File: config.mk
export PLATFORM = sky130hd
export DESIGN_NAME = bats_regs
export DESIGN_NICKNAME = d
export VERILOG_FILES = /design/src/rtl/core/bats_pkg.sv /design/src/rtl/core/bats_regs.sv
export SDC_FILE = /design/constraint.sdc
export NUM_CORES = 1
export LEC_CHECK = 0
export BUFFER_PORTS_ARGS = -buffer_cell sky130_fd_sc_hd__buf_2
export CORE_AREA = 2 2 161 163
export DETAILED_ROUTE_END_ITERATION = 10
export DIE_AREA = 0 0 163 165
export GPL_ROUTABILITY_DRIVEN = 0
export PLACE_DENSITY_LB_ADDON = 0.08
export SLEW_MARGIN = 10
export SYNTH_ARGS = -nofsm -noshare
export SYNTH_HDL_FRONTEND = slang
export SYNTH_SLANG_ARGS = --single-unit
File: constraint.sdc
create_clock -name clk -period 3.7 [get_ports clk]
set_clock_uncertainty 0.1 [all_clocks]
set_input_delay 0.555 -clock clk [delete_from_list [all_inputs] [get_ports clk]]
set_output_delay 0.555 -clock clk [all_outputs]
set_load 0.03 [all_outputs]
File: src/rtl/core/bats_pkg.sv
// Shared types, constants and helpers for the bitmask autotile stencil core.
// No dependencies; every module of the core imports this package.
`timescale 1ns / 1ps
`default_nettype none

package bats_pkg;

	// Geometry of the line store and cell words
	localparam int MAX_WIDTH = 256;
	localparam int CELL_BITS = 16;
	localparam int CNT_W     = $clog2(MAX_WIDTH);
	localparam int WID_W     = CNT_W + 1;
	localparam int ENT_W     = CELL_BITS + 1;   // {padding flag, cell value}

	// Fixed field widths
	localparam int ROW_W   = 10;
	localparam int COL_W   = 8;
	localparam int GW_W    = 9;
	localparam int MATCH_W = 16;
	localparam int TILE_W  = 16;
	localparam int VAL_W   = 16;
	localparam int PADDR_W = 6;
	localparam int PDATA_W = 64;

	localparam logic [ROW_W-1:0] ROW_MAX = 10'd1023;

	// Neighbor mask bit positions
	localparam int MASK_TOP   = 0;
	localparam int MASK_RIGHT = 1;
	localparam int MASK_BOT   = 2;
	localparam int MASK_LEFT  = 3;

	// Register map, one 64-bit register every 8 bytes
	typedef enum logic [2:0] {
		REG_GRID_WIDTH  = 3'd0,
		REG_MATCH_VALUE = 3'd1,
		REG_TILES_0_3   = 3'd2,
		REG_TILES_4_7   = 3'd3,
		REG_TILES_8_11  = 3'd4,
		REG_TILES_12_15 = 3'd5
	} reg_idx_t;

	typedef logic [3:0][PDATA_W-1:0] tile_bank_t;

	// Position and neighbor qualifiers of one cell being answered
	typedef struct packed {
		logic             has_result;
		logic [CNT_W-1:0] col;
		logic [ROW_W-1:0] row;
		logic             bank;       // half of the line store the new row goes to
		logic             top_ok;
		logic             right_ok;
		logic             left_ok;
		logic             bot_set;
	} slot_t;

	// Line store write request
	typedef struct packed {
		logic             en;
		logic [CNT_W-1:0] addr;
		logic             bank;
		logic [ENT_W-1:0] data;
	} mem_wr_t;

	// Line store read addresses
	typedef struct packed {
		logic [CNT_W-1:0] addr_a;   // current column: top and center
		logic [CNT_W-1:0] addr_b;   // next column: right neighbor
	} mem_rd_t;

	// Clamp the configured width into 1..MAX_WIDTH
	function automatic logic [WID_W-1:0] eff_width(input logic [GW_W-1:0] gw);
		logic [WID_W-1:0] w;
		if (gw == '0)
			w = WID_W'(1);
		else if (int'(gw) > MAX_WIDTH)
			w = WID_W'(MAX_WIDTH);
		else
			w = WID_W'(gw);
		return w;
	endfunction

	// Row count after a row change: first row stays at zero, then saturating
	function automatic logic [ROW_W-1:0] next_row_count(input logic first,
		input logic [ROW_W-1:0] row);
		logic [ROW_W-1:0] r;
		if (first || row == ROW_MAX)
			r = row;
		else
			r = row + ROW_W'(1);
		return r;
	endfunction

endpackage

`default_nettype wire

File: src/rtl/core/bats_regs.sv
// APB configuration registers: grid width, match value and the 16 tile words.
// Depends on bats_pkg.
`timescale 1ns / 1ps
`default_nettype none

module bats_regs (
	input  wire logic                          clk,
	input  wire logic                          arst_n,
	input  wire logic                          psel,
	input  wire logic                          penable,
	input  wire logic                          pwrite,
	input  wire logic [bats_pkg::PADDR_W-1:0]  paddr,
	input  wire logic [bats_pkg::PDATA_W-1:0]  pwdata,
	output logic      [bats_pkg::PDATA_W-1:0]  prdata,
	output logic                               pready,
	output logic      [bats_pkg::GW_W-1:0]     grid_width,
	output logic      [bats_pkg::MATCH_W-1:0]  match_value,
	output bats_pkg::tile_bank_t               tiles
);
	import bats_pkg::*;

	logic [GW_W-1:0]    grid_width_q;
	logic [MATCH_W-1:0] match_value_q;
	tile_bank_t         tiles_q;
	reg_idx_t           idx;
	logic               wr_en;

	assign idx    = reg_idx_t'(paddr[PADDR_W-1:3]);
	assign wr_en  = psel && penable && pwrite;
	assign pready = 1'b1;

	// Register writes on the access phase
	always_ff @(posedge clk or negedge arst_n) begin
		if (!arst_n) begin
			grid_width_q  <= GW_W'(1);
			match_value_q <= MATCH_W'(1);
			tiles_q       <= '0;
		end else if (wr_en) begin
			unique case (idx)
				REG_GRID_WIDTH:  grid_width_q  <= pwdata[GW_W-1:0];
				REG_MATCH_VALUE: match_value_q <= pwdata[MATCH_W-1:0];
				REG_TILES_0_3:   tiles_q[0]    <= pwdata;
				REG_TILES_4_7:   tiles_q[1]    <= pwdata;
				REG_TILES_8_11:  tiles_q[2]    <= pwdata;
				REG_TILES_12_15: tiles_q[3]    <= pwdata;
				default: ;
			endcase
		end
	end

	// Read mux
	always_comb begin
		unique case (idx)
			REG_GRID_WIDTH:  prdata = PDATA_W'(grid_width_q);
			REG_MATCH_VALUE: prdata = PDATA_W'(match_value_q);
			REG_TILES_0_3:   prdata = tiles_q[0];
			REG_TILES_4_7:   prdata = tiles_q[1];
			REG_TILES_8_11:  prdata = tiles_q[2];
			REG_TILES_12_15: prdata = tiles_q[3];
			default:         prdata = '0;
		endcase
	end

	assign grid_width  = grid_width_q;
	assign match_value = match_value_q;
	assign tiles       = tiles_q;

endmodule

`default_nettype wire

# After elaboration in Yosys (flattened, before gate mapping)
# Cells that the tools add are included.
[totals] regBits=281 wordCells=21 out_inout_bits=346
[classes] n_mux=1 reduce_logical=9 eq_ne=5
[op_table] op="$pmux W64 S6" n=1
[op_table] op="$reduce_and A2 Y1" n=6
[op_table] op="$eq A3 B2 Y1 const B" n=2
[op_table] op="$eq A3 B3 Y1 const B" n=2
[op_table] op="$eq A3 B1 Y1 const B" n=1
[op_table] op="$logic_not A3 Y1" n=1
[op_table] op="$logic_and A1 B1 Y1" n=2

# Longest topological paths before layout
# Gate-level depths: netlist of the first run.
[depth] depth_word=3 mapped_depth=6

# Least setup slack after synthesis of the first run
# OpenSTA, ideal clock, no wires.
[synth_path] kind="input-to-output" startpoint="input paddr[3] (netlist bit)" endpoint="output prdata[7] (netlist bit)" cell_stages=6 t_required_ns=3.045 arrival_time_ns=2.015 n_path_buf=3 path_slack_ns=1.030 path_cell_list="buf_2 -> buf_2 -> buf_2 -> nor2_1 -> a22oi_1 -> o21ai_0"
[synth_via] elab_chain_len=2 word_cells_on_any_way=7 cone_classes="eq/ne (5); mux (1); reduce/logical (1)"
[synth_rtl] element="start, declared" line_no="bats_regs.sv:12" text="input wire logic [bats_pkg::PADDR_W-1:0] paddr,"
[synth_rtl] element="$eq A3 B3 Y1 (tied with other cells)" line_no="bats_regs.sv:53" text="unique case (idx)"
[synth_rtl] element="$pmux W64 S6 (*)" line_no="bats_regs.sv:53"
[synth_rtl] element="end, declared" line_no="bats_regs.sv:14" text="output logic [bats_pkg::PDATA_W-1:0] prdata,"
# Every way passes the cells marked *; elsewhere a longest branch is shown, timed or not.

# Final worst setup path of the first run
[layout_path] startpoint="input paddr[3] (netlist bit)" endpoint="output prdata[2] (netlist bit)"
# The elaborated chain is that of the path after synthesis.

==> impl_metrics.csv, run 1 <==
group,metric,value,unit
floorplanning,core,25040,um^2
clock_network,clock_latency,0.54,ns
floorplanning,io_pins,421,
worst_setup_path,r2r_setup_slack,2.75,ns
power,powerDensity,657.7,nW/um^2
sta,fin_setup_tns,0,ns
logic_synthesis,synth_top_family_by_area,"multiplexers",
logic_synthesis,ys_seq_elements,281,
final_layout,synthToLayoutAreaGrowth,27.44,%
global_routing,gr-total-overflow,0,
sta,hold_ws,0.1684,ns
hold_path,hp-class,"in2reg",
worst_setup_path,crit_chain,"buf_6, buf_4, mux2i_1, o21ai_0, a221o_1, buf_2",
clock_network,cts_buffer_depth,3,
power,ir_drop,0.6421,mV
clock_network,clk_pin_slew,0.06,ns
power,p_int,0.006712,W
worst_setup_path,end_kind,"primary output",
logic_synthesis,avgSynthCellArea,14.59,um^2
worst_setup_path,arrival,2.11,ns
worst_setup_path,worstSetupPathType,"in2out",
status,outcome,"complete, no violations",
clock_network,htreeDepth,1,
power,p_switching,0.003928,W
power,power.share.clock,0.288,
logic_synthesis,synth_compound_area_frac,0.04475,
worst_setup_path,slowest_delay,0.40,ns
sta,clock.fmax,361.2,MHz
placed_design,dp_hpwl,24850,um
logic_synthesis,syn-num-nets,945,
route,avgViaCountPerCell,5.536,
logic_synthesis,ys_async_sr_fraction,1.000,
logic_synthesis,syn_area,12690,um^2
worst_setup_path,start_kind,"input port",
hold_path,hold_path_depth,2,
global_routing,grt_max_degree,89,
sta,max_slew_margin,0.5309,
global_routing,antenna_found_initial,3,
logic_synthesis,syn_inst,870,
sta,tightest_slew,0.7037,ns
sta,rsz0062_at_grt,"no",
global_routing,track_usage,0.2639,
logic_synthesis,synth-edff-count,0,
route,ant_nets,0,
placed_design,port_buffers,416,
logic_synthesis,synthDistinctLibCells,35,
worst_setup_path,cp_slowest_cell,"buf_4",
logic_synthesis,ys_seq_area_frac,0.5542,
hold_path,min_from,"pwdata[40]",
global_routing,grt_first_pass_wirelength,54900,um
floorplanning,start_util,0.5070,
power,leakage,8.426,nW
clock_network,ctsRootBufferMaster,"clkbuf_16",
route,vias,9084,
worst_setup_path,reg2regPathDepth,1,
power,comb_power_share,0.321,
clock_network,cts_tree,"yes",
run,maxCapViolations,0,
route,drtIter0Drc,455,
sta,finalHoldViolations,0,
logic_synthesis,synth-xor-area-share,0,
route,wl_per_cell,22.11,um
clock_network,cts_buffers,30,
power,sw_frac_of_total,0.3691,
sta,slew_viol_final,0,
power,seqPwrFrac,0.390,
clock_network,cts_sinks,281,
route,drc,0,
logic_synthesis,synthAdderAreaFrac,0,
sta,finalCritPeriodShare,0.7482,
sta,layout_min_cycle_time,2.768,ns
floorplanning,die-area,26900,um^2
floorplanning,rows,58,
logic_synthesis,yosys.area_share.simple,0.01705,
logic_synthesis,synth_warnings,0,
final_layout,utilization,0.6461,
worst_setup_path,r2r-start,"tiles[32]$_DFFE_PN0P_",
logic_synthesis,yosys_most_used_dff,"dfrtp_1",
worst_setup_path,r2r-end,"tiles[32]$_DFFE_PN0P_",
global_routing,grt_pass1_vias,9257,
worst_setup_path,critPathLaunch,"paddr[3]",
final_layout,drive_gt1_frac,0.5894,
logic_synthesis,muxShareOfSynthArea,0.3548,
route,dr.pass1.iters,5,
sta,setup_viol,0,
floorplanning,die_w,163,um
final_layout,nets,1360,
worst_setup_path,cp_max_fo,37,
hold_path,hold_end,"tiles[40]$_DFFE_PN0P_",
worst_setup_path,cp.required,3.04,ns
route,wl,36280,um
floorplanning,die_y,165,um
clock_network,ctsResizeCount,0,
-- layout make-up --
class,instances,area (um^2)
Antenna cell,3,7.507
Clock buffer,44,894.6
Clock inverter,11,130.1
Fill cell,2016,8860
Inverter,2,7.507
Multi-Input combinational cell,525,5296
Sequential cell,281,7034
Tap cell,330,412.9
Timing Repair Buffer,445,2394
-- power by group through the flow --
stage	combinational [W]	clock [W]	sequential [W]
3_3_place_gp	0.00341	0	0.00418
6_report	0.00342	0.00307	0.00415
5_1_grt	0.00361	0.00326	0.00424
2_1_floorplan	0.00109	0	0.00533
4_1_cts	0.00344	0.00312	0.00415
3_5_place_dp	0.00343	0	0.00420
-- layout by cell type, fill, tap and decap left out, types with 9 or more instances in the layout --
cell type and instances:
buf_2 414, dfrtp_1 279, mux2_2 256, mux2i_1 118, o22ai_1 49, clkbuf_16 31, mux2_1 25, buf_4 22
nor2_1 14, mux2_4 9
-- metal layers --
metal  vias up  share of wire  global-route usage
met2       337           0.49              0.4466
met4         0          0.022             0.06959
met5         -              0                   0
li1       4057              -                   -
met1      4640           0.41              0.3355
met3        50          0.079             0.07408
-- how the worst max path moves through the flow --
stage                     slack [ns]         to  cells after the start
after floorplan                 1.03  prdata[7]                      6
after global placement          0.94  prdata[2]                      6
after detailed placement        0.94  prdata[2]                      6
after CTS                       0.93  prdata[2]                      6
after global routing            0.83  prdata[2]                      6
final                           0.93  prdata[2]                      6
-- Yosys cell counts, drive strengths merged (2+ instances only) --
cell | instances | area share
a211o | 2 | 0.0014
o21ai | 8 | 0.0032
nand3 | 6 | 0.0024
a21oi | 3 | 0.0012
mux2i | 118 | 0.093
inv | 2 | 0.00059
o21a | 6 | 0.0035
dfstp | 2 | 0.0041
dfrtp | 279 | 0.55
o22ai | 49 | 0.024
buf | 50 | 0.025
a22oi | 2 | 0.0012
a221oi | 6 | 0.0041
mux2 | 290 | 0.26
nand2b | 2 | 0.00099
nor2 | 18 | 0.0084
clkbuf | 12 | 0.0036
a221o | 6 | 0.0047
-- flip-flops by register name (all words and copies together), names as in the netlist --
signal / count
tiles: 256
match_value: 16
grid_width: 9
-- logic make-up (layout without fill, tap and decap cells) --
kind of cell    after synthesis  in the layout
mux                         409            409
buf+inv                      64            502
compound gates               84             84
other cells                   1              4
simple gates                 31             31
flops                       281            281
-- what timing repair did --
item	4_1_cts	5_1_grt
hold endpoints to repair	81	0
buffers inserted	0	0
hold buffers	1	0
-- stage by stage --
stage / instances / cell area, um^2 / setup WS (ns) / total power [W]
6_report: 1641 / 16180 / 0.9317 / 0.01064
5_1_grt: 1640 / 16170 / 0.8297 / 0.01111
4_1_cts: 1638 / 16170 / 0.9296 / 0.01072
3_5_place_dp: 1582 / 15130 / 0.9404 / 0.007635
3_3_place_gp: 1582 / 15130 / 0.9401 / 0.007586
2_1_floorplan: 870 / 12690 / 1.030 / 0.006421
-- critical path: cells and delay by family --
family                 cells  cell delay (ns)
AOI/OAI and AO/OA          2             0.39
buffers and inverters      3             0.93
muxes                      1             0.22
No activity file was read; power rests on OpenSTA's default activity.
==> run 2, diff against run 1 <==
--- a/config.mk
+++ b/config.mk
@@ -6,9 +6,8 @@
 export NUM_CORES = 1
 export LEC_CHECK = 0
 export BUFFER_PORTS_ARGS = -buffer_cell sky130_fd_sc_hd__buf_2
-export CORE_AREA = 2 2 161 163
+export CORE_UTILIZATION = 46
 export DETAILED_ROUTE_END_ITERATION = 10
-export DIE_AREA = 0 0 163 165
 export GPL_ROUTABILITY_DRIVEN = 0
 export PLACE_DENSITY_LB_ADDON = 0.08
 export SLEW_MARGIN = 10
==> constraint.sdc (replaced) <==
create_clock -name clk -period 2.4 [get_ports clk]
set_clock_uncertainty 0.1 [all_clocks]
set_input_delay 0.36 -clock clk [delete_from_list [all_inputs] [get_ports clk]]
set_output_delay 0.36 -clock clk [all_outputs]
set_load 0.03 [all_outputs]
==> run 2 against run 1 <==
Compared with the run above:
- sequential cell count unchanged
- die area increased by 5.1%
- first-iteration DRC count decreased by 21%
- register-to-register slack got worse by 1.3 ns
- combinational power increased by 57%
- cell count increased by 4.4%
- via count increased by 3.0%
- critical endpoint is now prdata[5]
- highest routed layer unchanged
==> impl_metrics.csv, run 2 (synthesis results as in run 1) <==
group,metric,value,unit
status,outcome,"complete, no violations",
global_routing,gr-total-overflow,0,
final_layout,mostFrequentLayoutCells,"buf_2 (414), dfrtp_1 (279), mux2_2 (256), mux2i_1 (118), dlygate4sd3_1 (60)",
sta,layout_min_cycle_time,2.259,ns
worst_setup_path,start_kind,"register",
sta,rsz0062_at_grt,"no",
route,drc,0,
final_layout,layout_commonest_cell,"buf_2",
clock_network,htreeDepth,1,
worst_setup_path,slowest_delay,0.45,ns
route,ant_nets,0,
route,vias,9361,
sta,slew_viol_final,0,
floorplanning,start_util,0.4697,
global_routing,grt_pass1_vias,9686,
floorplanning,die_w,168.1,um
clock_network,cts_buffer_depth,3,
global_routing,grt_max_degree,69,
sta,clock.fmax,442.7,MHz
sta,max_slew_margin,0.6278,
sta,fin_setup_tns,0,ns
route,wl_per_cell,21.09,um
clock_network,ctsResizeCount,0,
global_routing,antenna_found_initial,1,
floorplanning,rows,60,
power,ir_drop,0.8500,mV
placed_design,port_buffers,416,
worst_setup_path,end_kind,"primary output",
route,avgViaCountPerCell,5.465,
sta,hold_ws,0.02388,ns
route,drtIter0Drc,358,
sta,setup_viol,0,
final_layout,drive_gt1_frac,0.5660,
floorplanning,core,27030,um^2
final_layout,synthToLayoutAreaGrowth,33.63,%
placed_design,dp_cells,1595,
sta,finalHoldViolations,0,
hold_path,hp-class,"in2reg",
clock_network,cts_setup_buffers,0,
placed_design,dp_hpwl,24610,um
route,dr.pass1.iters,4,
sta,worst_slack,0.1409,ns
worst_setup_path,cp_max_fo,3,
floorplanning,die-area,28260,um^2
global_routing,grt_first_pass_wirelength,56370,um
worst_setup_path,crit_chain,"mux4_2, inv_1, o22ai_1, buf_2",
clock_network,cts_sinks,281,
final_layout,largest_reg_flops,256,
worst_setup_path,cp.required,1.94,ns
clock_network,cts_tree,"yes",
clock_network,ctsHoldBuffers,60,
clock_network,clk_pin_slew,0.06,ns
route,wl,36120,um
worst_setup_path,cp_slowest_cell,"mux4_2",
worst_setup_path,worstSetupPathType,"reg2out",
final_layout,final_cells,1713,
power,powerDensity,973.1,nW/um^2
floorplanning,die_y,168.1,um
sta,tightest_slew,0.5562,ns
clock_network,clock_latency,0.55,ns
run,maxCapViolations,0,
power,leakage,8.728,nW
placed_design,pre_cts_slack,0.2527,ns
floorplanning,io_pins,421,
clock_network,ctsRootBufferMaster,"clkbuf_16",
worst_setup_path,arrival,1.80,ns
sta,finalCritPeriodShare,0.9413,
global_routing,track_usage,0.2539,
final_layout,nets,1422,
clock_network,cts_buffers,31,
## run 2: cell count changes in the layout (fill, tap and decap cells not counted), sizes merged, moves of 2 or more
cell	change
buf	+2
clkbuf	+2
clkinv	-2
clkinvlp	+2
diode	-2
dlygate4sd3	+59
## run 2: layout make-up
class	instances	area, um^2
antenna	1	2.502
sequential	281	7034
tap	341	426.7
fill	2211	10060
clock inverter	11	113.9
clock buffer	46	932.1
timing repair buffer	506	3149
multi-input combinational	525	5296
inverter	2	7.507
## run 2: worst max-delay path, delay by kind of cell, from the launching register on
kind | cells | cell delay, ns
compound gates | 1 | 0.12
flops | 1 | 0.40
mux | 1 | 0.45
buf+inv | 2 | 0.27
## run 2: where the power goes
group,switching [W],internal (W),total [W]
Combinational,0.00350,0.00186,0.00536
Sequential,0.000719,0.00568,0.00640
Clock,0.00186,0.00289,0.00475
Total,0.00608,0.0104,0.0165
## run 2: path summary, 6_finish.rpt
kind / to / slack (ns) / startpoint / cells after the start
max: prdata[5] / 0.14 / match_value[5]$_DFFE_PN0P_ / 4
min: grid_width[1]$_DFFE_PN0P_ / 0.02 / pwdata[1] / 2
min in group asynchronous: tiles[105]$_DFFE_PN0P_ / 0.24 / arst_n / 2
min reg2reg: tiles[50]$_DFFE_PN0P_ / 0.41 / tiles[50]$_DFFE_PN0P_ / 1
max in group asynchronous: grid_width[0]$_DFFE_PN1P_ / 1.23 / arst_n / 3
max reg2reg: tiles[133]$_DFFE_PN0P_ / 1.49 / tiles[133]$_DFFE_PN0P_ / 1
## run 2: per-stage QoR
stage,total power [W],utilization,instance area (um^2)
after global routing,0.01723,0.6276,16960
final,0.01651,0.6276,16960
after global placement,0.01169,0.5666,15310
after CTS,0.01665,0.6275,16960
after floorplan,0.009900,-,12690
after detailed placement,0.01177,0.5666,15310
## run 2: per-layer routing
metal | part of all wire | vias to the layer above | global-route usage
met5 | 0 | - | 0
met4 | 0.033 | 0 | 0.08854
met3 | 0.074 | 66 | 0.06465
met2 | 0.48 | 336 | 0.4188
met1 | 0.42 | 4777 | 0.3255
li1 | - | 4182 | -
