==> config.mk <==
export PLATFORM = sky130hd
export DESIGN_NAME = bats_raster
export DESIGN_NICKNAME = d
export VERILOG_FILES = /design/src/rtl/core/bats_pkg.sv /design/src/rtl/core/bats_raster.sv
export SDC_FILE = /design/constraint.sdc
export NUM_CORES = 1
export LEC_CHECK = 0
export ABC_CLOCK_PERIOD_IN_PS = 12010
export CORE_AREA = 2 2 74 76
export CTS_BUF_LIST = sky130_fd_sc_hd__clkbuf_2 sky130_fd_sc_hd__clkbuf_4 sky130_fd_sc_hd__clkbuf_8
export CTS_CLUSTER_SIZE = 10
export DETAILED_ROUTE_END_ITERATION = 10
export DIE_AREA = 0 0 76 78
export DONT_BUFFER_PORTS = 1
export PLACE_DENSITY = 0.7
export RECOVER_POWER = 25
export SLEW_MARGIN = 0
export SYNTH_ARGS = -nofsm -noshare
export SYNTH_HDL_FRONTEND = slang
export SYNTH_SLANG_ARGS = --single-unit
==> constraint.sdc <==
create_clock -name clk -period 12.01 [get_ports clk]
set_input_delay 1.201 -clock clk [delete_from_list [all_inputs] [get_ports clk]]
set_output_delay 1.201 -clock clk [all_outputs]
set_load 0.1 [all_outputs]
==> src/rtl/core/bats_pkg.sv <==
// Shared types, constants and helpers for the bitmask autotile stencil core.
// No dependencies; every module of the core imports this package.
`timescale 1ns / 1ps
`default_nettype none

package bats_pkg;

	// Geometry of the line store and cell words
	localparam int MAX_WIDTH = 256;
	localparam int CELL_BITS = 16;
	localparam int CNT_W     = $clog2(MAX_WIDTH);
	localparam int WID_W     = CNT_W + 1;
	localparam int ENT_W     = CELL_BITS + 1;   // {padding flag, cell value}

	// Fixed field widths
	localparam int ROW_W   = 10;
	localparam int COL_W   = 8;
	localparam int GW_W    = 9;
	localparam int MATCH_W = 16;
	localparam int TILE_W  = 16;
	localparam int VAL_W   = 16;
	localparam int PADDR_W = 6;
	localparam int PDATA_W = 64;

	localparam logic [ROW_W-1:0] ROW_MAX = 10'd1023;

	// Neighbor mask bit positions
	localparam int MASK_TOP   = 0;
	localparam int MASK_RIGHT = 1;
	localparam int MASK_BOT   = 2;
	localparam int MASK_LEFT  = 3;

	// Register map, one 64-bit register every 8 bytes
	typedef enum logic [2:0] {
		REG_GRID_WIDTH  = 3'd0,
		REG_MATCH_VALUE = 3'd1,
		REG_TILES_0_3   = 3'd2,
		REG_TILES_4_7   = 3'd3,
		REG_TILES_8_11  = 3'd4,
		REG_TILES_12_15 = 3'd5
	} reg_idx_t;

	typedef logic [3:0][PDATA_W-1:0] tile_bank_t;

	// Position and neighbor qualifiers of one cell being answered
	typedef struct packed {
		logic             has_result;
		logic [CNT_W-1:0] col;
		logic [ROW_W-1:0] row;
		logic             bank;       // half of the line store the new row goes to
		logic             top_ok;
		logic             right_ok;
		logic             left_ok;
		logic             bot_set;
	} slot_t;

	// Line store write request
	typedef struct packed {
		logic             en;
		logic [CNT_W-1:0] addr;
		logic             bank;
		logic [ENT_W-1:0] data;
	} mem_wr_t;

	// Line store read addresses
	typedef struct packed {
		logic [CNT_W-1:0] addr_a;   // current column: top and center
		logic [CNT_W-1:0] addr_b;   // next column: right neighbor
	} mem_rd_t;

	// Clamp the configured width into 1..MAX_WIDTH
	function automatic logic [WID_W-1:0] eff_width(input logic [GW_W-1:0] gw);
		logic [WID_W-1:0] w;
		if (gw == '0)
			w = WID_W'(1);
		else if (int'(gw) > MAX_WIDTH)
			w = WID_W'(MAX_WIDTH);
		else
			w = WID_W'(gw);
		return w;
	endfunction

	// Row count after a row change: first row stays at zero, then saturating
	function automatic logic [ROW_W-1:0] next_row_count(input logic first,
		input logic [ROW_W-1:0] row);
		logic [ROW_W-1:0] r;
		if (first || row == ROW_MAX)
			r = row;
		else
			r = row + ROW_W'(1);
		return r;
	endfunction

endpackage

`default_nettype wire

==> src/rtl/core/bats_raster.sv <==
// Raster position tracker: column, row, bank and first-row state, plus line store
// addresses and neighbor qualifiers for the incoming cell. Depends on bats_pkg.
`timescale 1ns / 1ps
`default_nettype none

module bats_raster (
	input  wire logic                          clk,
	input  wire logic                          arst_n,
	input  wire logic                          fire,
	input  wire logic [bats_pkg::VAL_W-1:0]    cell_value,
	input  wire logic                          grid_start,
	input  wire logic                          padding,
	input  wire logic [bats_pkg::GW_W-1:0]     grid_width,
	output bats_pkg::slot_t                    slot,
	output bats_pkg::mem_wr_t                  wr,
	output bats_pkg::mem_rd_t                  rd
);
	import bats_pkg::*;

	logic [CNT_W-1:0]     col_q;
	logic [ROW_W-1:0]     row_q;
	logic                 bank_q;
	logic                 first_q;

	logic [WID_W-1:0]     w;
	logic [CELL_BITS-1:0] val;
	logic [CNT_W-1:0]     col_p;
	logic [ROW_W-1:0]     row_p;
	logic                 bank_p;
	logic                 first_p;
	logic [WID_W-1:0]     col_inc;
	logic [CNT_W-1:0]     col_n;
	logic [ROW_W-1:0]     row_n;
	logic                 bank_n;
	logic                 first_n;

	assign w   = eff_width(grid_width);
	assign val = padding ? '0 : CELL_BITS'(cell_value);

	// Position of this cell: grid start, or a row wrap when the width shrank
	always_comb begin
		priority if (grid_start) begin
			first_p = 1'b1;
			row_p   = '0;
			bank_p  = 1'b0;
			col_p   = '0;
		end else if (WID_W'(col_q) >= w) begin
			first_p = 1'b0;
			row_p   = next_row_count(first_q, row_q);
			bank_p  = ~bank_q;
			col_p   = '0;
		end else begin
			first_p = first_q;
			row_p   = row_q;
			bank_p  = bank_q;
			col_p   = col_q;
		end
	end

	// Position after this cell
	assign col_inc = WID_W'(col_p) + WID_W'(1);

	always_comb begin
		if (col_inc >= w) begin
			first_n = 1'b0;
			row_n   = next_row_count(first_p, row_p);
			bank_n  = ~bank_p;
			col_n   = '0;
		end else begin
			first_n = first_p;
			row_n   = row_p;
			bank_n  = bank_p;
			col_n   = col_inc[CNT_W-1:0];
		end
	end

	always_ff @(posedge clk or negedge arst_n) begin
		if (!arst_n) begin
			col_q   <= '0;
			row_q   <= '0;
			bank_q  <= 1'b0;
			first_q <= 1'b1;
		end else if (fire) begin
			col_q   <= col_n;
			row_q   <= row_n;
			bank_q  <= bank_n;
			first_q <= first_n;
		end
	end

	// Slot info for the answered cell
	always_comb begin
		slot.has_result = !first_p;
		slot.col        = col_p;
		slot.row        = row_p;
		slot.bank       = bank_p;
		slot.top_ok     = row_p != '0;
		slot.right_ok   = col_inc < w;
		slot.left_ok    = col_p != '0;
		slot.bot_set    = val != '0;
	end

	// New cell goes into the current bank; reads cover this and the next column
	assign wr.en     = fire;
	assign wr.addr   = col_p;
	assign wr.bank   = bank_p;
	assign wr.data   = {padding, val};
	assign rd.addr_a = col_p;
	assign rd.addr_b = col_inc[CNT_W-1:0];

	// A new grid with width above one always moves on to column one
	assert property (@(posedge clk) disable iff (!arst_n)
		fire && grid_start && (w > WID_W'(1)) |=> col_q == CNT_W'(1))
	else $error("column did not advance after grid start");

	// Row count holds once saturated
	assert property (@(posedge clk) disable iff (!arst_n)
		fire && !grid_start && row_q == ROW_MAX |=> row_q == ROW_MAX)
	else $error("row count left saturation");

endmodule

`default_nettype wire

Yosys cells after proc, flatten, opt, wreduce, memory -nomap -nowiden
Index checks and enable logic that the tools add are counted.
{"block": "word_totals", "reg_bits": 20}
{"block": "classes", "order_cmp": 4, "n_reduce_logical": 7, "mux": 17, "bitwise_logic": 2, "n_eq_ne": 2, "n_addsub": 3}
{"op": "10-bit two-way mux", "n": 5}
{"op": "8-bit two-way mux", "n": 3}
{"op": "10-bit by 1-bit adder with 10-bit output, second input constant", "n": 2}
{"op": "10-bit equality test, second input constant", "n": 2}
{"op": "9-bit two-way mux", "n": 2}
{"op": "16-bit two-way mux", "n": 1}
{"op": "16-bit nonzero test", "n": 1}
{"op": "10-bit nonzero test", "n": 1}
{"op": "8-bit by 1-bit adder with 9-bit output, second input constant", "n": 1}
{"op": "8-bit by 9-bit >= comparator with 1-bit output", "n": 1}
{"op": "9-bit >= comparator", "n": 1}
{"op": "9-bit greater-than comparator, second input constant", "n": 1}
{"op": "9-bit zero test", "n": 1}
{"op": "9-bit < comparator", "n": 1}
{"op": "8-bit nonzero test", "n": 1}
{"op": "1-bit two-way mux", "n": 6}
{"op": "1-bit logical OR", "n": 2}
{"op": "1-bit NOT", "n": 2}
{"op": "1-bit zero test", "n": 1}

Longest topological paths before layout
Gate-level depths: netlist of the first run.
{"block": "logic_depth", "depth_word": 10, "depth_mapped": 24, "mapped_depth_nobuf": 23}

Worst setup path after synthesis of the first run
No wires, ideal clock.
{"block": "synth_path", "kind": "input to output", "from": "input grid_width[8] (netlist name)", "to": "output slot[2] (netlist name)", "path_buffers": 0, "cell_stages": 19, "arrival_ps": 9002, "path_slack_ps": 1807, "required_ps": 10809, "path_cell_list": "inv_1 -> nand2_1 -> ha_1 -> and4b_1 -> and3_4 -> a211oi_2 -> nand2_1 -> inv_1 -> ha_1 -> and3_1 -> xnor2_1 -> nor2_1 -> ha_1 -> a21oi_1 -> o21ai_0 -> maj3_1 -> a21o_1 -> maj3_1 -> a21oi_1"}
{"element": "start: declaration", "line": "bats_raster.sv:13", "text": "input wire logic [bats_pkg::GW_W-1:0] grid_width,"}
{"element": "end: declaration", "line": "bats_raster.sv:14", "text": "output bats_pkg::slot_t slot,"}

==> metrics.txt, run 1 <==
# TYPE chip_impl_metric gauge
chip_impl_metric{name="critPathMaxFanout",unit=""} 6
chip_impl_info{name="rsz0062_at_grt",value="false"} 1
chip_impl_info{name="worstHoldStart",value="bank_q"} 1
chip_impl_metric{name="drt.antenna.violating_nets",unit=""} 0
chip_impl_info{name="outcome",value="finished with violations"} 1
chip_impl_metric{name="setup.reg_to_reg.worst_slack",unit="ns"} 4.89
chip_impl_metric{name="rows",unit=""} 26
chip_impl_info{name="cts_root_buf",value="clkbuf_8"} 1
chip_impl_metric{name="final_min_period_over_clock_period",unit="%"} 79.5
chip_impl_metric{name="critical_path_required",unit="ns"} 10.81
chip_impl_metric{name="post-cts-setup-buffer-count",unit=""} 0
chip_impl_info{name="critical-path-slowest-cell",value="a21oi_2"} 1
chip_impl_metric{name="setup_viol",unit=""} 0
chip_impl_info{name="synth_top_cells_by_area",value="dfrtp_1 (19%), ha_1 (10%), buf_4 (6.0%)"} 1
chip_impl_metric{name="mappedNetlistNets",unit=""} 371
chip_impl_info{name="min-delay-path-class",value="reg2reg"} 1
chip_impl_metric{name="timing_max_transition_violations_final",unit=""} 6
chip_impl_info{name="critPathLaunchType",value="input port"} 1
chip_impl_metric{name="clkLatencyLatePin",unit="ns"} 0.27
chip_impl_metric{name="final_cell_area",unit="µm²"} 2740
chip_impl_metric{name="layout-drive-gt1-share",unit="%"} 22.2
chip_impl_metric{name="pwr_density_cell",unit="nW/µm²"} 122
chip_impl_metric{name="grt_use_total",unit="%"} 22.7
chip_impl_metric{name="synth_edf_count",unit=""} 0
chip_impl_metric{name="route.detailed.wl_per_inst",unit="µm"} 17.4
chip_impl_info{name="critical_path.cell_chain",value="nor4_1 -> a21oi_1 -> nor2_1 -> ha_1 -> nor2b_1 -> o21ai_1 -> a211oi_2 -> nand2_1 -> inv_2 -> buf_4 -> ha_1 -> and3_1 -> xnor2_1 -> nor2_2 -> ha_1 -> a21oi_1 -> o21ai_0 -> maj3_1 -> a21o_1 -> maj3_1 -> a21oi_2"} 1
chip_impl_metric{name="drt-total-wl",unit="mm"} 6.54
chip_impl_metric{name="timing_hold_violations_final",unit=""} 0
chip_impl_metric{name="antenna-diode-count",unit=""} 0
chip_impl_metric{name="grt_pass1_wl",unit="mm"} 10.9
chip_impl_metric{name="ir_worst_vdd",unit="µV"} 131
chip_impl_metric{name="setup_tns",unit="ns"} 0
chip_impl_metric{name="chipWidth",unit="µm"} 76
chip_impl_metric{name="synth_top_area_share",unit="%"} 19.0
chip_impl_metric{name="first_iter_violations",unit=""} 133
chip_impl_metric{name="min_path_cells",unit=""} 1
chip_impl_metric{name="die_h",unit="µm"} 78
chip_impl_metric{name="synth.distinct_cells",unit=""} 62
chip_impl_metric{name="crit_arrival",unit="ns"} 8.34
chip_impl_metric{name="pin_slew_with_the_least_headroom_to_its_limit",unit="ns"} 1.89
chip_impl_info{name="path_common_cell",value="ha_1"} 1
chip_impl_metric{name="gp_congestion",unit=""} 0.907
chip_impl_metric{name="total_of_buffers_placed_on_input_and_output_ports",unit=""} 0
chip_impl_info{name="worst_r2r_startpoint",value="col_q[7]"} 1
chip_impl_metric{name="leakagePower",unit="nW"} 1.10
chip_impl_metric{name="tritoncts_num_sinks",unit=""} 20
chip_impl_info{name="post-synth-top-area-cell",value="dfrtp_1"} 1
chip_impl_metric{name="via_per_inst",unit=""} 6.06
chip_impl_info{name="globalRoute.busiestLayer",value="met2"} 1
chip_impl_metric{name="clock_transition_at_path_regs",unit="ns"} 0.08
chip_impl_metric{name="design.portCount",unit=""} 97
chip_impl_metric{name="yosysWarnings",unit=""} 0
chip_impl_metric{name="num_vias",unit=""} 2279
chip_impl_metric{name="maxCapViolCount",unit=""} 3
chip_impl_metric{name="drc_errors",unit=""} 0
chip_impl_metric{name="dp_hpwl",unit="mm"} 5.17
chip_impl_info{name="ys_dominant_reg_cell",value="dfrtp_1"} 1
chip_impl_metric{name="dp_worst_slack",unit="ns"} 2.52
chip_impl_metric{name="cts-resized-gates",unit=""} 0
chip_impl_info{name="path_class",value="in2out"} 1
chip_impl_metric{name="gate_count_after_technology_mapping",unit=""} 321
chip_impl_metric{name="yosysSeqAreaShare",unit="%"} 20.0
chip_impl_metric{name="timing.fmax",unit="MHz"} 105
chip_impl_metric{name="ff_latch_count_synth",unit=""} 20
chip_impl_metric{name="r2r.worst_path.cells",unit=""} 20
chip_impl_metric{name="fin_skew",unit="ns"} 0.0110
chip_impl_metric{name="async_flop_share",unit="%"} 100
chip_impl_metric{name="vias_in_the_first_global_route",unit=""} 2279
chip_impl_metric{name="cell_area_reported_after_detailed_placement",unit="µm²"} 2710
chip_impl_info{name="cts_tree",value="yes"} 1
chip_impl_metric{name="antenna_found_initial",unit=""} 0
chip_impl_metric{name="report.power.total",unit="mW"} 0.334
chip_impl_metric{name="period_needed",unit="ns"} 9.54
chip_impl_metric{name="effective_utilization_at_floorplan",unit="%"} 49.8
chip_impl_info{name="worst_setup_path_end_kind",value="output port"} 1
chip_impl_metric{name="fillerInstances",unit=""} 467
chip_impl_metric{name="design.die.area",unit="µm²"} 5930
chip_impl_metric{name="met1_usage",unit="%"} 26.0
chip_impl_metric{name="cts_inserted_buffers",unit=""} 3
chip_impl_metric{name="syn_area_per_cell",unit="µm²"} 7.82
chip_impl_metric{name="post-route-worst-setup-slack",unit="ns"} 2.47
chip_impl_metric{name="slowest_delay",unit="ns"} 0.88
chip_impl_metric{name="grt_use_met2",unit="%"} 41.1
chip_impl_metric{name="final_net_count",unit=""} 357
chip_impl_info{name="failed_checks",value="capacitance limit, slew limit"} 1
chip_impl_metric{name="hold_slack",unit="ns"} 0.543
chip_impl_metric{name="number_of_hold_buffers_added_after_cts",unit=""} 0
chip_impl_metric{name="cts_buffer_depth",unit=""} 2
chip_impl_metric{name="netlist_area",unit="µm²"} 2510
chip_impl_metric{name="grt-ovfl-total",unit=""} 0
chip_impl_metric{name="pin_count_of_the_biggest_net_entering_global_routing",unit=""} 40
chip_impl_metric{name="met3_usage",unit="%"} 6.40
chip_impl_metric{name="slew-limit-headroom",unit="%"} -26.4
chip_impl_info{name="hold-path-endpoint",value="bank_q"} 1
chip_impl_metric{name="htree_num_levels",unit=""} 1
chip_impl_metric{name="detailedRoute.firstPassIterationCount",unit=""} 4
chip_impl_info{name="crit-reg2reg-capture",value="row_q[8]"} 1
chip_impl_metric{name="area_delta_synth_final",unit="%"} 9.33
chip_impl_metric{name="placeableCoreArea",unit="µm²"} 5040
## cells in the mapped netlist, types with 5 or more instances
library cell / number
and2_1: 5
nor4_1: 8
a21oi_1: 14
nand3_1: 15
nand2b_1: 7
a31oi_1: 6
o21ai_0: 12
or3_1: 6
xnor2_1: 10
nor2b_1: 21
buf_4: 20
ha_1: 20
inv_1: 17
nor2_1: 32
nand2_1: 19
dfrtp_1: 19
xor2_1: 5
mux2i_1: 7
clkbuf_1: 10
## routing by layer
metal  share of wire, %  wire length, µm  up-vias
met2                 50             3250      104
met5                  0                0        -
met4                1.6              104        0
met3                8.7              567       10
met1                 40             2620     1065
li1                   -                -     1100
## state kept, by name (all words and copies together), names as in the netlist
signal   count
bank_q       1
col_q        8
first_q      1
row_q       10
## where the power goes
| part | total [mW] | switching (mW) | internal (mW) |
|---|---|---|---|
| Sequential | 0.0896 | 0.0135 | 0.0761 |
| Combinational | 0.196 | 0.159 | 0.0368 |
| Clock | 0.0487 | 0.0228 | 0.0259 |
## cell type report
| class | count | area [µm²] | area share [%] |
|---|---|---|---|
| Inverter | 17 | 63.8 | 2.33 |
| Timing Repair Buffer | 16 | 191 | 6.98 |
| Clock buffer | 4 | 48.8 | 1.78 |
| Sequential cell | 20 | 502 | 18.3 |
| Multi-Input combinational cell | 249 | 1850 | 67.4 |
| Tap cell | 70 | 87.6 | 3.19 |
## layout by cell type (no fill, tap or decap), drive strengths merged, types with 7 or more instances in the layout
cell type / n
nor2: 32
nor2b: 21
ha: 20
nand2: 19
dfrtp: 19
inv: 17
a21oi: 16
nand3: 15
o21ai: 15
buf: 15
xnor2: 10
nor4: 10
nand2b: 7
mux2i: 7
## worst max-delay path: cells and delay by family
kind / cells / cell delay [ns]
AOI/OAI and AO/OA: 7 / 2.01
xor gates and xnor gates: 1 / 0.10
adders and majority gates: 5 / 1.76
buffers and inverters: 2 / 0.85
and+or+nand+nor: 6 / 2.41
## through the flow
stage                     std cells  util (%)
after floorplan                 321         -
after global placement          372      53.6
after detailed placement        372      53.6
after CTS                       376      54.6
after global routing            376      54.4
final                           376      54.4
## logic make-up after synthesis
family / after synthesis / synth area share (%)
adders and majority gates: 22 / 10.8
xor gates and xnor gates: 15 / 5.24
and+or+nand+nor: 146 / 33.9
buffers and inverters: 52 / 11.2
AOI/OAI and AO/OA: 57 / 15.2
muxes: 9 / 3.69
DFF: 20 / 20.0
## how the worst max path moves through the flow
stage	from	end
finish	grid_width[4]	slot[2]
global route	grid_width[4]	slot[2]
detailed placement	grid_width[4]	slot[2]
CTS	grid_width[4]	slot[2]
global placement	grid_width[4]	slot[2]
floorplan	grid_width[8]	slot[2]
(Power assumes the default switching activity.)
==> inputs of run 2 (changes only) <==
- ABC_CLOCK_PERIOD_IN_PS: 12010 -> 7650
- PLACE_DENSITY: 0.7 -> 0.72
- clock period: 12.01 -> 7.65 ns (I/O delays scaled with it)
==> metrics.txt, run 2 (same netlist as run 1, synthesis figures left out) <==
# TYPE chip_impl_metric gauge
chip_impl_metric{name="fillerInstances",unit=""} 457
chip_impl_metric{name="final_net_count",unit=""} 363
chip_impl_metric{name="leakagePower",unit="nW"} 1.14
chip_impl_info{name="outcome",value="finished with violations"} 1
chip_impl_metric{name="setup_tns",unit="ns"} 0
chip_impl_metric{name="tritoncts_num_sinks",unit=""} 20
chip_impl_metric{name="grt-ovfl-total",unit=""} 0
chip_impl_metric{name="first_iter_violations",unit=""} 165
chip_impl_metric{name="design.portCount",unit=""} 97
chip_impl_info{name="cts_root_buf",value="clkbuf_8"} 1
chip_impl_metric{name="clkLatencyLatePin",unit="ns"} 0.27
chip_impl_metric{name="comb_power_share",unit="%"} 56.2
chip_impl_metric{name="intPower",unit="mW"} 0.257
chip_impl_metric{name="timing_hold_violations_final",unit=""} 0
chip_impl_metric{name="pwr_density_cell",unit="nW/µm²"} 200
chip_impl_metric{name="detailedRoute.firstPassIterationCount",unit=""} 4
chip_impl_metric{name="final_min_period_over_clock_period",unit="%"} 87.2
chip_impl_info{name="leading_cell_type_in_the_layout_fill_and_taps_excluded",value="ha_1"} 1
chip_impl_metric{name="cell_area_reported_after_detailed_placement",unit="µm²"} 2780
chip_impl_metric{name="cts_inserted_buffers",unit=""} 3
chip_impl_metric{name="design.die.area",unit="µm²"} 5930
chip_impl_metric{name="netSwitchingFraction",unit="%"} 55.0
chip_impl_metric{name="vias_in_the_first_global_route",unit=""} 2343
chip_impl_metric{name="rows",unit=""} 26
chip_impl_info{name="cts_tree",value="yes"} 1
chip_impl_metric{name="power.clock.fraction",unit="%"} 19.2
chip_impl_info{name="registers.top_by_ff_count",value="row_q"} 1
chip_impl_metric{name="total_of_buffers_placed_on_input_and_output_ports",unit=""} 0
chip_impl_metric{name="chipWidth",unit="µm"} 76
chip_impl_metric{name="max_reg_flops",unit=""} 10
chip_impl_metric{name="post-cts-setup-buffer-count",unit=""} 0
chip_impl_metric{name="timing.fmax",unit="MHz"} 150
chip_impl_metric{name="dp_worst_slack",unit="ns"} 1.04
chip_impl_metric{name="die_h",unit="µm"} 78
chip_impl_info{name="critical_path.cell_chain",value="nor4_1 -> a21oi_1 -> nor2_1 -> ha_1 -> nor2b_1 -> o21ai_1 -> a211oi_2 -> nand2_2 -> clkinvlp_4 -> ha_1 -> and3_1 -> xnor2_1 -> nor2_2 -> buf_4 -> ha_1 -> a21oi_1 -> o21ai_0 -> maj3_1 -> a21o_1 -> maj3_1 -> a21oi_4 -> buf_12"} 1
chip_impl_info{name="path_class",value="in2out"} 1
chip_impl_info{name="path_common_cell",value="ha_1"} 1
chip_impl_metric{name="number_of_hold_buffers_added_after_cts",unit=""} 0
chip_impl_metric{name="drc_errors",unit=""} 0
chip_impl_metric{name="period_needed",unit="ns"} 6.67
chip_impl_metric{name="ir_worst_vdd",unit="µV"} 190
chip_impl_metric{name="final_cell_area",unit="µm²"} 2850
chip_impl_metric{name="timing_max_transition_violations_final",unit=""} 8
chip_impl_info{name="critPathLaunchType",value="input port"} 1
chip_impl_metric{name="num_vias",unit=""} 2308
chip_impl_metric{name="drt.antenna.violating_nets",unit=""} 0
chip_impl_metric{name="slowest_delay",unit="ns"} 0.49
chip_impl_metric{name="crit_arrival",unit="ns"} 5.90
chip_impl_metric{name="cts-resized-gates",unit=""} 0
chip_impl_info{name="critical-path-slowest-cell",value="nand2_2"} 1
chip_impl_metric{name="clock_transition_at_path_regs",unit="ns"} 0.08
chip_impl_metric{name="htree_num_levels",unit=""} 1
chip_impl_metric{name="route.detailed.wl_per_inst",unit="µm"} 17.3
chip_impl_metric{name="pin_count_of_the_biggest_net_entering_global_routing",unit=""} 40
chip_impl_info{name="reg.largest.list",value="row_q (10), col_q (8)"} 1
chip_impl_metric{name="cts_buffer_depth",unit=""} 2
chip_impl_metric{name="placeableCoreArea",unit="µm²"} 5040
chip_impl_metric{name="critPathMaxFanout",unit=""} 6
chip_impl_metric{name="report.power.total",unit="mW"} 0.570
chip_impl_info{name="worst_setup_path_end_kind",value="output port"} 1
chip_impl_metric{name="via_per_inst",unit=""} 6.04
chip_impl_metric{name="post-route-worst-setup-slack",unit="ns"} 0.982
chip_impl_metric{name="postLayoutCoreUtil",unit="%"} 56.4
chip_impl_metric{name="slew-limit-headroom",unit="%"} -27.0
chip_impl_metric{name="pin_slew_with_the_least_headroom_to_its_limit",unit="ns"} 1.90
chip_impl_metric{name="grt_pass1_wl",unit="mm"} 11.0
chip_impl_info{name="min-delay-path-class",value="in2async"} 1
chip_impl_metric{name="net_switching",unit="mW"} 0.313
chip_impl_metric{name="sequentialPowerShare",unit="%"} 24.6
chip_impl_metric{name="dp_hpwl",unit="mm"} 5.13
chip_impl_metric{name="area_delta_synth_final",unit="%"} 13.4
chip_impl_metric{name="numPlacedInstances",unit=""} 378
chip_impl_metric{name="gp_congestion",unit=""} 0.861
chip_impl_metric{name="setup_viol",unit=""} 0
chip_impl_metric{name="layout-drive-gt1-share",unit="%"} 24.0
chip_impl_metric{name="effective_utilization_at_floorplan",unit="%"} 49.8
chip_impl_info{name="failed_checks",value="capacitance limit, slew limit"} 1
chip_impl_metric{name="fin_skew",unit="ns"} 0.00476
chip_impl_info{name="rsz0062_at_grt",value="false"} 1
chip_impl_metric{name="maxCapViolCount",unit=""} 4
chip_impl_metric{name="antenna-diode-count",unit=""} 0
chip_impl_metric{name="hold_slack",unit="ns"} 0.182
chip_impl_metric{name="drt-total-wl",unit="mm"} 6.63
chip_impl_metric{name="final-instance-count-excl-fill",unit=""} 382
chip_impl_metric{name="antenna_found_initial",unit=""} 0
chip_impl_info{name="layout.cells.most_common_list",value="ha_1 (20), dfrtp_1 (19), nand2_1 (18)"} 1
chip_impl_metric{name="grt_use_total",unit="%"} 22.6
chip_impl_metric{name="critical_path_required",unit="ns"} 6.88
[run 2: cell types whose count changed in the layout (fill, tap and decap cells not counted), sizes merged]
| cell | previous run | this run |
|---|---|---|
| clkinvlp | 0 | 1 |
| clkbuf | 5 | 3 |
| buf | 15 | 22 |
| bufinv | 0 | 1 |
| inv | 17 | 16 |
[run 2: metal layers]
layer  wire, µm  GRT usage (%)
met1       2700           27.5
met2       3430           41.2
met3        399           3.60
met4         97           6.73
met5          0              0
[run 2: final timing paths]
kind                               start  endpoint  slack [ns]  depth (start not counted)
max                        grid_width[4]   slot[2]        0.98                         22
min                               arst_n  row_q[9]        0.18                          0
max reg2reg                     col_q[7]  row_q[8]        1.94                         20
min reg2reg                       bank_q    bank_q        0.54                          1
max in group asynchronous         arst_n   first_q        7.29                          0
min in group clk                  bank_q    bank_q        0.54                          1
[run 2: layout make-up]
type | count | area (µm²) | area share (%)
clock buffer | 3 | 41.3 | 1.45
sequential | 20 | 502 | 17.6
tap | 70 | 87.6 | 3.08
timing repair buffer | 22 | 260 | 9.15
clock inverter | 1 | 30.0 | 1.06
inverter | 17 | 67.6 | 2.37
multi-input combinational | 249 | 1860 | 65.3
[run 2: critical path: cells and delay by family]
kind	cells	cell delay (ns)
buffers and inverters	3	0.74
AO/OA/AOI/OAI	7	1.36
adder cells (fa/ha/maj)	5	1.55
AND/OR/NAND/NOR	6	1.37
XOR/XNOR	1	0.09
[run 2: power by group through the flow]
stage | combinational (mW) | clock (mW) | sequential [mW]
2_1_floorplan | 0.295 | 0 | 0.131
4_1_cts | 0.321 | 0.111 | 0.140
5_1_grt | 0.337 | 0.118 | 0.143
3_3_place_gp | 0.316 | 0 | 0.141
6_report | 0.320 | 0.110 | 0.140
3_5_place_dp | 0.320 | 0 | 0.142
